`src/rtl/core/nlrc_pkg.sv`:
```
// Package for the nonlinear recurrence bit codec: widths, register indexes,
// reset values and the micro-op codes of the shared multiplier sequencer.
// No dependencies.
package nlrc_pkg;

  localparam int unsigned BlockLen  = 64;
  localparam int unsigned FracBits  = 16;
  localparam int unsigned PosW      = $clog2(BlockLen);
  localparam int unsigned WordW     = 60;
  localparam int unsigned FullW     = 64;
  localparam int unsigned HalfW     = 32;
  localparam int unsigned RateW     = 32;
  localparam int unsigned CfgIdxW   = 3;
  localparam int unsigned CfgDataW  = 60;

  localparam logic [CfgIdxW-1:0] RegDirection = 3'd0;
  localparam logic [CfgIdxW-1:0] RegInitState = 3'd1;
  localparam logic [CfgIdxW-1:0] RegInitWa    = 3'd2;
  localparam logic [CfgIdxW-1:0] RegInitWb    = 3'd3;
  localparam logic [CfgIdxW-1:0] RegLearnRate = 3'd4;
  localparam logic [CfgIdxW-1:0] RegCubicGain = 3'd5;

  localparam logic [WordW-1:0] RstInitState = 60'd6553;
  localparam logic [WordW-1:0] RstInitWa    = 60'd39321;
  localparam logic [WordW-1:0] RstInitWb    = 60'd26214;
  localparam logic [RateW-1:0] RstLearnRate = 32'd327;
  localparam logic [RateW-1:0] RstCubicGain = 32'd32768;

  localparam logic [FullW-1:0] OneQ = 64'd1 << FracBits;

  // sequencer steps; each but idle and done issues one product on the shared multiplier
  typedef enum logic [3:0] {
    StIdle,
    StDelta1,   // t = (s*x)>>F          (decode: state*tx; encode: nrx*rx)
    StDelta2,   // delta = (eta*t)>>F, weight update
    StXwa,      // lin = (x*wa)>>F
    StXwb,      // xw = (x*wb)>>F
    StSq,       // sq = (xw*xw)>>F
    StCube,     // cu = sq*xw
    StGain,     // ct = ((c*cu)>>F)>>F, form result
    StDone
  } seq_state_e;

  // multiplier steps: three 32x32 partial products, then the result
  typedef enum logic [1:0] {
    MulLoLo,
    MulLoHi,
    MulHiLo,
    MulDone
  } mul_step_e;

  typedef struct packed {
    logic [FullW-1:0] op_a;
    logic [FullW-1:0] op_b;
  } mul_req_t;

endpackage

```
`src/rtl/core/nlrc_mul.sv`:
```
// Shared multiplier: 64x64 product mod 2^64 built from three 32x32 partial
// products on one 32x32 multiplier, one per step, then a done step. Depends on nlrc_pkg.
module nlrc_mul (
  input  logic                       clk_i,
  input  logic                       rst_ni,
  input  logic                       start_i,
  input  nlrc_pkg::mul_req_t         req_i,
  output logic [nlrc_pkg::FullW-1:0] prod_o,
  output logic                       done_o
);
  import nlrc_pkg::*;

  mul_step_e        step_q, step_d;
  logic [FullW-1:0] acc_q, acc_d;
  logic [HalfW-1:0] mul_a, mul_b;
  logic [FullW-1:0] mul_p;

  // operands must hold steady while start_i is high
  always_comb begin
    step_d = step_q;
    unique case (step_q)
      MulLoLo: if (start_i) step_d = MulLoHi;
      MulLoHi: step_d = MulHiLo;
      MulHiLo: step_d = MulDone;
      MulDone: step_d = MulLoLo;
      default: step_d = MulLoLo;
    endcase
  end

  always_comb begin
    mul_a = req_i.op_a[HalfW-1:0];
    mul_b = req_i.op_b[HalfW-1:0];
    unique case (step_q)
      MulLoHi: mul_b = req_i.op_b[FullW-1:HalfW];
      MulHiLo: mul_a = req_i.op_a[FullW-1:HalfW];
      default: ;
    endcase
  end

  assign mul_p = FullW'(mul_a) * FullW'(mul_b);

  // cross terms only reach the upper half mod 2^64
  always_comb begin
    acc_d = acc_q;
    unique case (step_q) inside
      MulLoLo:          acc_d = mul_p;
      MulLoHi, MulHiLo: acc_d[FullW-1:HalfW] = acc_q[FullW-1:HalfW] + mul_p[HalfW-1:0];
      default: ;
    endcase
  end

  always_ff @(posedge clk_i or negedge rst_ni) begin
    if (!rst_ni) begin
      step_q <= MulLoLo;
    end else begin
      step_q <= step_d;
    end
  end

  always_ff @(posedge clk_i) begin
    acc_q <= acc_d;
  end

  assign prod_o = acc_q;
  assign done_o = (step_q == MulDone);
endmodule

```
`config.mk`:
```
export PLATFORM = sky130hd
export DESIGN_NAME = nlrc_mul
export DESIGN_NICKNAME = d
export VERILOG_FILES = /design/src/rtl/core/nlrc_pkg.sv /design/src/rtl/core/nlrc_mul.sv
export SDC_FILE = /design/constraint.sdc
export NUM_CORES = 2
export LEC_CHECK = 0
export BUFFER_PORTS_ARGS = -buffer_cell sky130_fd_sc_hd__buf_2
export CORE_MARGIN = 4
export CORE_UTILIZATION = 30
export DETAILED_ROUTE_END_ITERATION = 6
export SLEW_MARGIN = 15
export SYNTH_ARGS = -nofsm -noshare
export SYNTH_HDL_FRONTEND = slang
export SYNTH_SLANG_ARGS = --single-unit
```
`constraint.sdc`:
```
create_clock -name clk_i -period 14.6 [get_ports clk_i]
set_clock_uncertainty 0.2 [all_clocks]
set_input_delay 1.46 -clock clk_i [delete_from_list [all_inputs] [get_ports clk_i]]
set_output_delay 1.46 -clock clk_i [all_outputs]
set_load 0.01 [all_outputs]
```
# After elaboration in Yosys (flattened, before gate mapping)
# Cells that the tools add are included.
[totals]
regBits = 66
latch_bits = 0
ram_bits = 0
mem_bits_ro = 0
in_bits = 131
wordCells = 17
memories = 0
[classes]
addsub = 1
n_mul = 1
div = 0
magnitude_cmp = 0
eq_ne = 4
shifts = 0
n_mux = 5
n_bitwise = 0
n_reduce_logical = 3
[op_table]
columns = ["op", "n"]
rows = [
  ["32-bit by 32-bit multiplier with 64-bit output", 1],
  ["32-bit two-way mux", 2],
  ["32-bit case mux with 2 select lines", 1],
  ["32-bit adder", 1],
  ["2-bit case mux with 4 select lines", 1],
  ["2-bit == test (second input constant)", 2],
  ["2-bit by 1-bit == test with 1-bit output (second input constant)", 1],
  ["2-bit zero test", 1],
  ["2-bit two-way mux", 1],
  ["2-bit inequality test (second input constant)", 1],
  ["2-bit nonzero test", 1],
  ["2-bit OR reduction", 1],
]

# Depth between registers and ports, before layout
[logic_depth]
word_depth = 5
depth_mapped = 43
ltp_nobuf = 39

# Least setup slack after synthesis
# Ideal clock, no wire load.
[synth_timing]
kind = "register to register"
startpoint = "register step_q[1]"
endpoint = "register acc_q[63] (netlist: prod_o[63]), data pin"
setup_ps = 262
arrival_ps = 9765
required_time_ps = 14138
setup_slack_ps = 4372
path_stages_with_launch = 41
n_path_buf = 4
period_less_slack_ps = 10228
cell_sequence = "dfrtp_1 -> inv_1 -> ha_1 -> clkbuf_1 -> buf_1 -> buf_1 -> mux2i_1 -> clkbuf_1 -> nor2_1 -> fa_1 -> inv_1 -> fa_1 -> fa_1 -> fa_1 -> inv_1 -> fa_1 -> inv_1 -> fa_1 -> [5 not listed] -> ha_1 -> a21o_1 -> a221o_1 -> a21o_1 -> nor2_1 -> xnor2_1 -> ha_1 -> and2_1 -> o21ai_0 -> nand3_1 -> a221oi_1 -> o21a_1 -> o311ai_1 -> a21o_1 -> a21oi_1 -> o2111ai_1 -> o41ai_1 -> nor2_1"
[synth_via]
elab_chain_len = 5
[synth_lines]
columns = ["element", "line", "source"]
rows = [
  ["start: declaration", "nlrc_mul.sv:13", "mul_step_e step_q, step_d;"],
  ["start signal: assignment", "nlrc_mul.sv:54", "step_q <= MulLoLo;"],
  ["start signal: assignment", "nlrc_mul.sv:56", "step_q <= step_d;"],
  ["2-bit == test / 2-bit by 1-bit == test with 1-bit output (equally long branches)", "nlrc_mul.sv:33", "unique case (step_q)"],
  ["32-bit two-way mux", "nlrc_mul.sv:33", ""],
  ["32-bit by 32-bit multiplier with 64-bit output (*)", "nlrc_mul.sv:40", "assign mul_p = FullW'(mul_a) * FullW'(mul_b);"],
  ["named net mul_p[21]", "nlrc_mul.sv:16", "logic [FullW-1:0] mul_p;"],
  ["32-bit adder (*)", "nlrc_mul.sv:47", "MulLoHi, MulHiLo: acc_d[FullW-1:HalfW] = acc_q[FullW-1:HalfW] + mul_p[HalfW-1:0];"],
  ["32-bit case mux with 2 select lines (*)", "nlrc_mul.sv:45", "unique case (step_q) inside"],
  ["named net acc_d[63]", "nlrc_mul.sv:14", "logic [FullW-1:0] acc_q, acc_d;"],
  ["end signal: assignment", "nlrc_mul.sv:61", "acc_q <= acc_d;"],
  ["end: declaration", "nlrc_mul.sv:14", ""],
]
# Mark *: on every way through the listed nets, which the timed path passes. The rest lies on a longest branch.
# A chain may end at the register's enable or synchronous reset.

# Worst setup path in the final report
# Ends and elaborated chain as after synthesis.

==> metrics.yaml <==
dieArea_um2: 128000
period_minus_slack_ns: 11.18
synth_edf_count: 64
wirelength_um: 127000
r2r_cells: 36
start_util_pct: 30.2
wl_per_cell_um: 21.8
grt_overflow: 0
relSlewSlack_pct: 24.6
async_reset_ff_share_pct: 3.03
portBuffers: 195
synth_warnings: 0
grt_pass1_vias: 31135
setup.worst_path.class: "register to register"
fin_tns_setup_ns: 0
synth.distinct_cells: 69
drive_gt1_share_pct: 9.44
clockBufferDepth: 2
finalSetupViolCount: 0
ys_ff_latch: 66
synth.net_count: 5435
synth_xor_area_share_pct: 2.05
syn_area_um2: 36800
grtUsageTotal_pct: 20.1
hold_violations: 0
ctsResizeCount: 0
max_stage_delay_ns: 0.68
drcViolationCount: 0
hp-class: "register to register"
ff2ff_setup_slack_ns: 3.42
grt_setup_unrepaired: "no"
cp-startpoint: "step_q[1]"
syn_inst: 4106
syn_avg_cell_area_um2: 8.96
drt_iter0_markers: 2310
final_cell_mix: "fa_1, inv_1, nand2_1"
timing.rr.start: "step_q[1]"
gp_congestion: 0.933
syn2layout_area_growth_pct: 9.02
clock_latency_ns: 0.34
dieWidth_um: 358
via_per_inst: 5.04
drv_cap: 0
start_kind: "register"
num_vias: 29335
mostFrequentLayoutCell: "fa_1"
fin_crit_sh_pct: 76.6
slowest_stage: "buf_4"
rows: 128
cp_max_fo: 35
crit_arrival_ns: 11.07
final_nets: 5520
cp.required_ns: 14.49
synth_area_leaders: "fa_1, ha_1, inv_1"
synth_area_leader_cell: "fa_1"
yosys-mux-area-fraction_pct: 3.67
worst_slew_pin_slew_ns: 1.11
htree_num_levels: 3
synth_fa_ha_area_share_pct: 59.0
ant_nets: 0
synth_top_area_share_pct: 48.8
fmaxAchievable_mhz: 89.4
grt_pass1_wl_um: 193000
synth_top_family_by_area: "adder cells"
ys.flop_type: "edfxtp_1"
synth_seq_area_share_pct: 5.36
clk_pin_slew_ns: 0.06
grt_antenna_before_repair: 7
numClockSinks: 66
synth-simple-area-share_pct: 13.4
fillers: 12730
cts_made_buffers: 9
core-area_um2: 122000
cp-endpoint: "prod_o[63]"
die_y_um: 358
cts-root-buf: "clkbuf_16"
drv_slew: 0
rr_endpoint: "prod_o[63]"
status: "finished, final reports clean"
dr.pass1.iters: 7
ctsHoldBuffers: 0
grt_max_degree: 66
endpoint_kind: "register"
synth_compound_area_share_pct: 5.52
ios: 196
dpl.hpwl_um: 106000
cts_tree: "built"
cpMostUsedCell: "fa_1"
cts_post_setup_buffers_inserted: 0
[worst min-delay path by stage]
stage / from / end / slack (ns) / cells past startpoint
floorplan: step_q[1] / step_q[1] / 0.36 / 1
global placement: step_q[1] / step_q[1] / 0.43 / 1
detailed placement: step_q[1] / step_q[1] / 0.45 / 1
CTS: step_q[1] / step_q[1] / 0.46 / 1
global route: step_q[1] / step_q[1] / 0.50 / 1
finish: step_q[1] / step_q[1] / 0.45 / 1
[per-stage QoR]
| stage | cells | setup slack (ns) | area (µm²) | util, % | hold slack, ns |
|---|---|---|---|---|---|
| 2_1_floorplan | 4106 | 4.37 | 36800 | - | 0.358 |
| 3_3_place_gp | 5805 | 3.61 | 39800 | 32.7 | 0.430 |
| 3_5_place_dp | 5805 | 3.49 | 39800 | 32.7 | 0.449 |
| 4_1_cts | 5821 | 3.48 | 40100 | 32.9 | 0.462 |
| 5_1_grt | 5826 | 2.76 | 40100 | 32.9 | 0.503 |
| 6_report | 5826 | 3.42 | 40100 | 32.9 | 0.455 |
[flip-flops by register name (all words and copies together), names as in the netlist]
| register | cells |
|---|---|
| prod_o | 64 |
| step_q | 2 |
[critical path, delay by kind of cell (launching register included)]
kind            cells  cell delay (ns)
compound gates     10             2.37
fa+ha+maj          11             5.28
simple gates        4             0.55
buf+inv             9             1.49
mux                 1             0.27
xor+xnor            1             0.28
flops               1             0.44
[kinds of logic (layout without fill, tap and decap cells)]
kind of cell	Yosys count	count (layout)
buffers and inverters	1079	1169
AOI/OAI and AO/OA	305	305
adders and majority gates	1198	1198
DFF	66	66
muxes	127	127
xor gates and xnor gates	86	86
other	0	5
and+or+nand+nor	1245	1245
[per-layer routing]
| layer | vias up | wire (µm) | global-route usage, % |
|---|---|---|---|
| met5 | - | 13 | 0 |
| met4 | 2 | 5160 | 6.95 |
| met3 | 267 | 12200 | 4.27 |
| met2 | 1421 | 58800 | 32.5 |
| met1 | 15170 | 51100 | 26.6 |
| li1 | 12475 | - | - |
[cells in the mapped netlist (all sizes together), types with 17 or more instances]
| library cell | n |
|---|---|
| inv | 891 |
| nand4 | 19 |
| a21oi | 86 |
| mux2i | 64 |
| clkbuf | 164 |
| nor2 | 463 |
| o21bai | 17 |
| nand3 | 23 |
| fa | 897 |
| buf | 24 |
| xnor2 | 52 |
| edfxtp | 64 |
| a21o | 48 |
| o21ai | 60 |
| ha | 301 |
| nand2 | 677 |
| mux2 | 63 |
| xor2 | 34 |
[final cells by class]
cell class | count | area (µm²) | share of cell area (%)
well taps | 1625 | 2030 | 5.07
repair buffers | 262 | 1480 | 3.69
flip-flops and latches | 66 | 1970 | 4.91
multi-input cells | 2961 | 31000 | 77.2
clock inverters | 7 | 83.8 | 0.209
diodes | 5 | 12.5 | 0.0312
clock buffers | 9 | 225 | 0.561
inverters | 891 | 3340 | 8.34
Power is not shown: default switching activity piles up to over one toggle a cycle in this logic, so the estimate is an artifact.
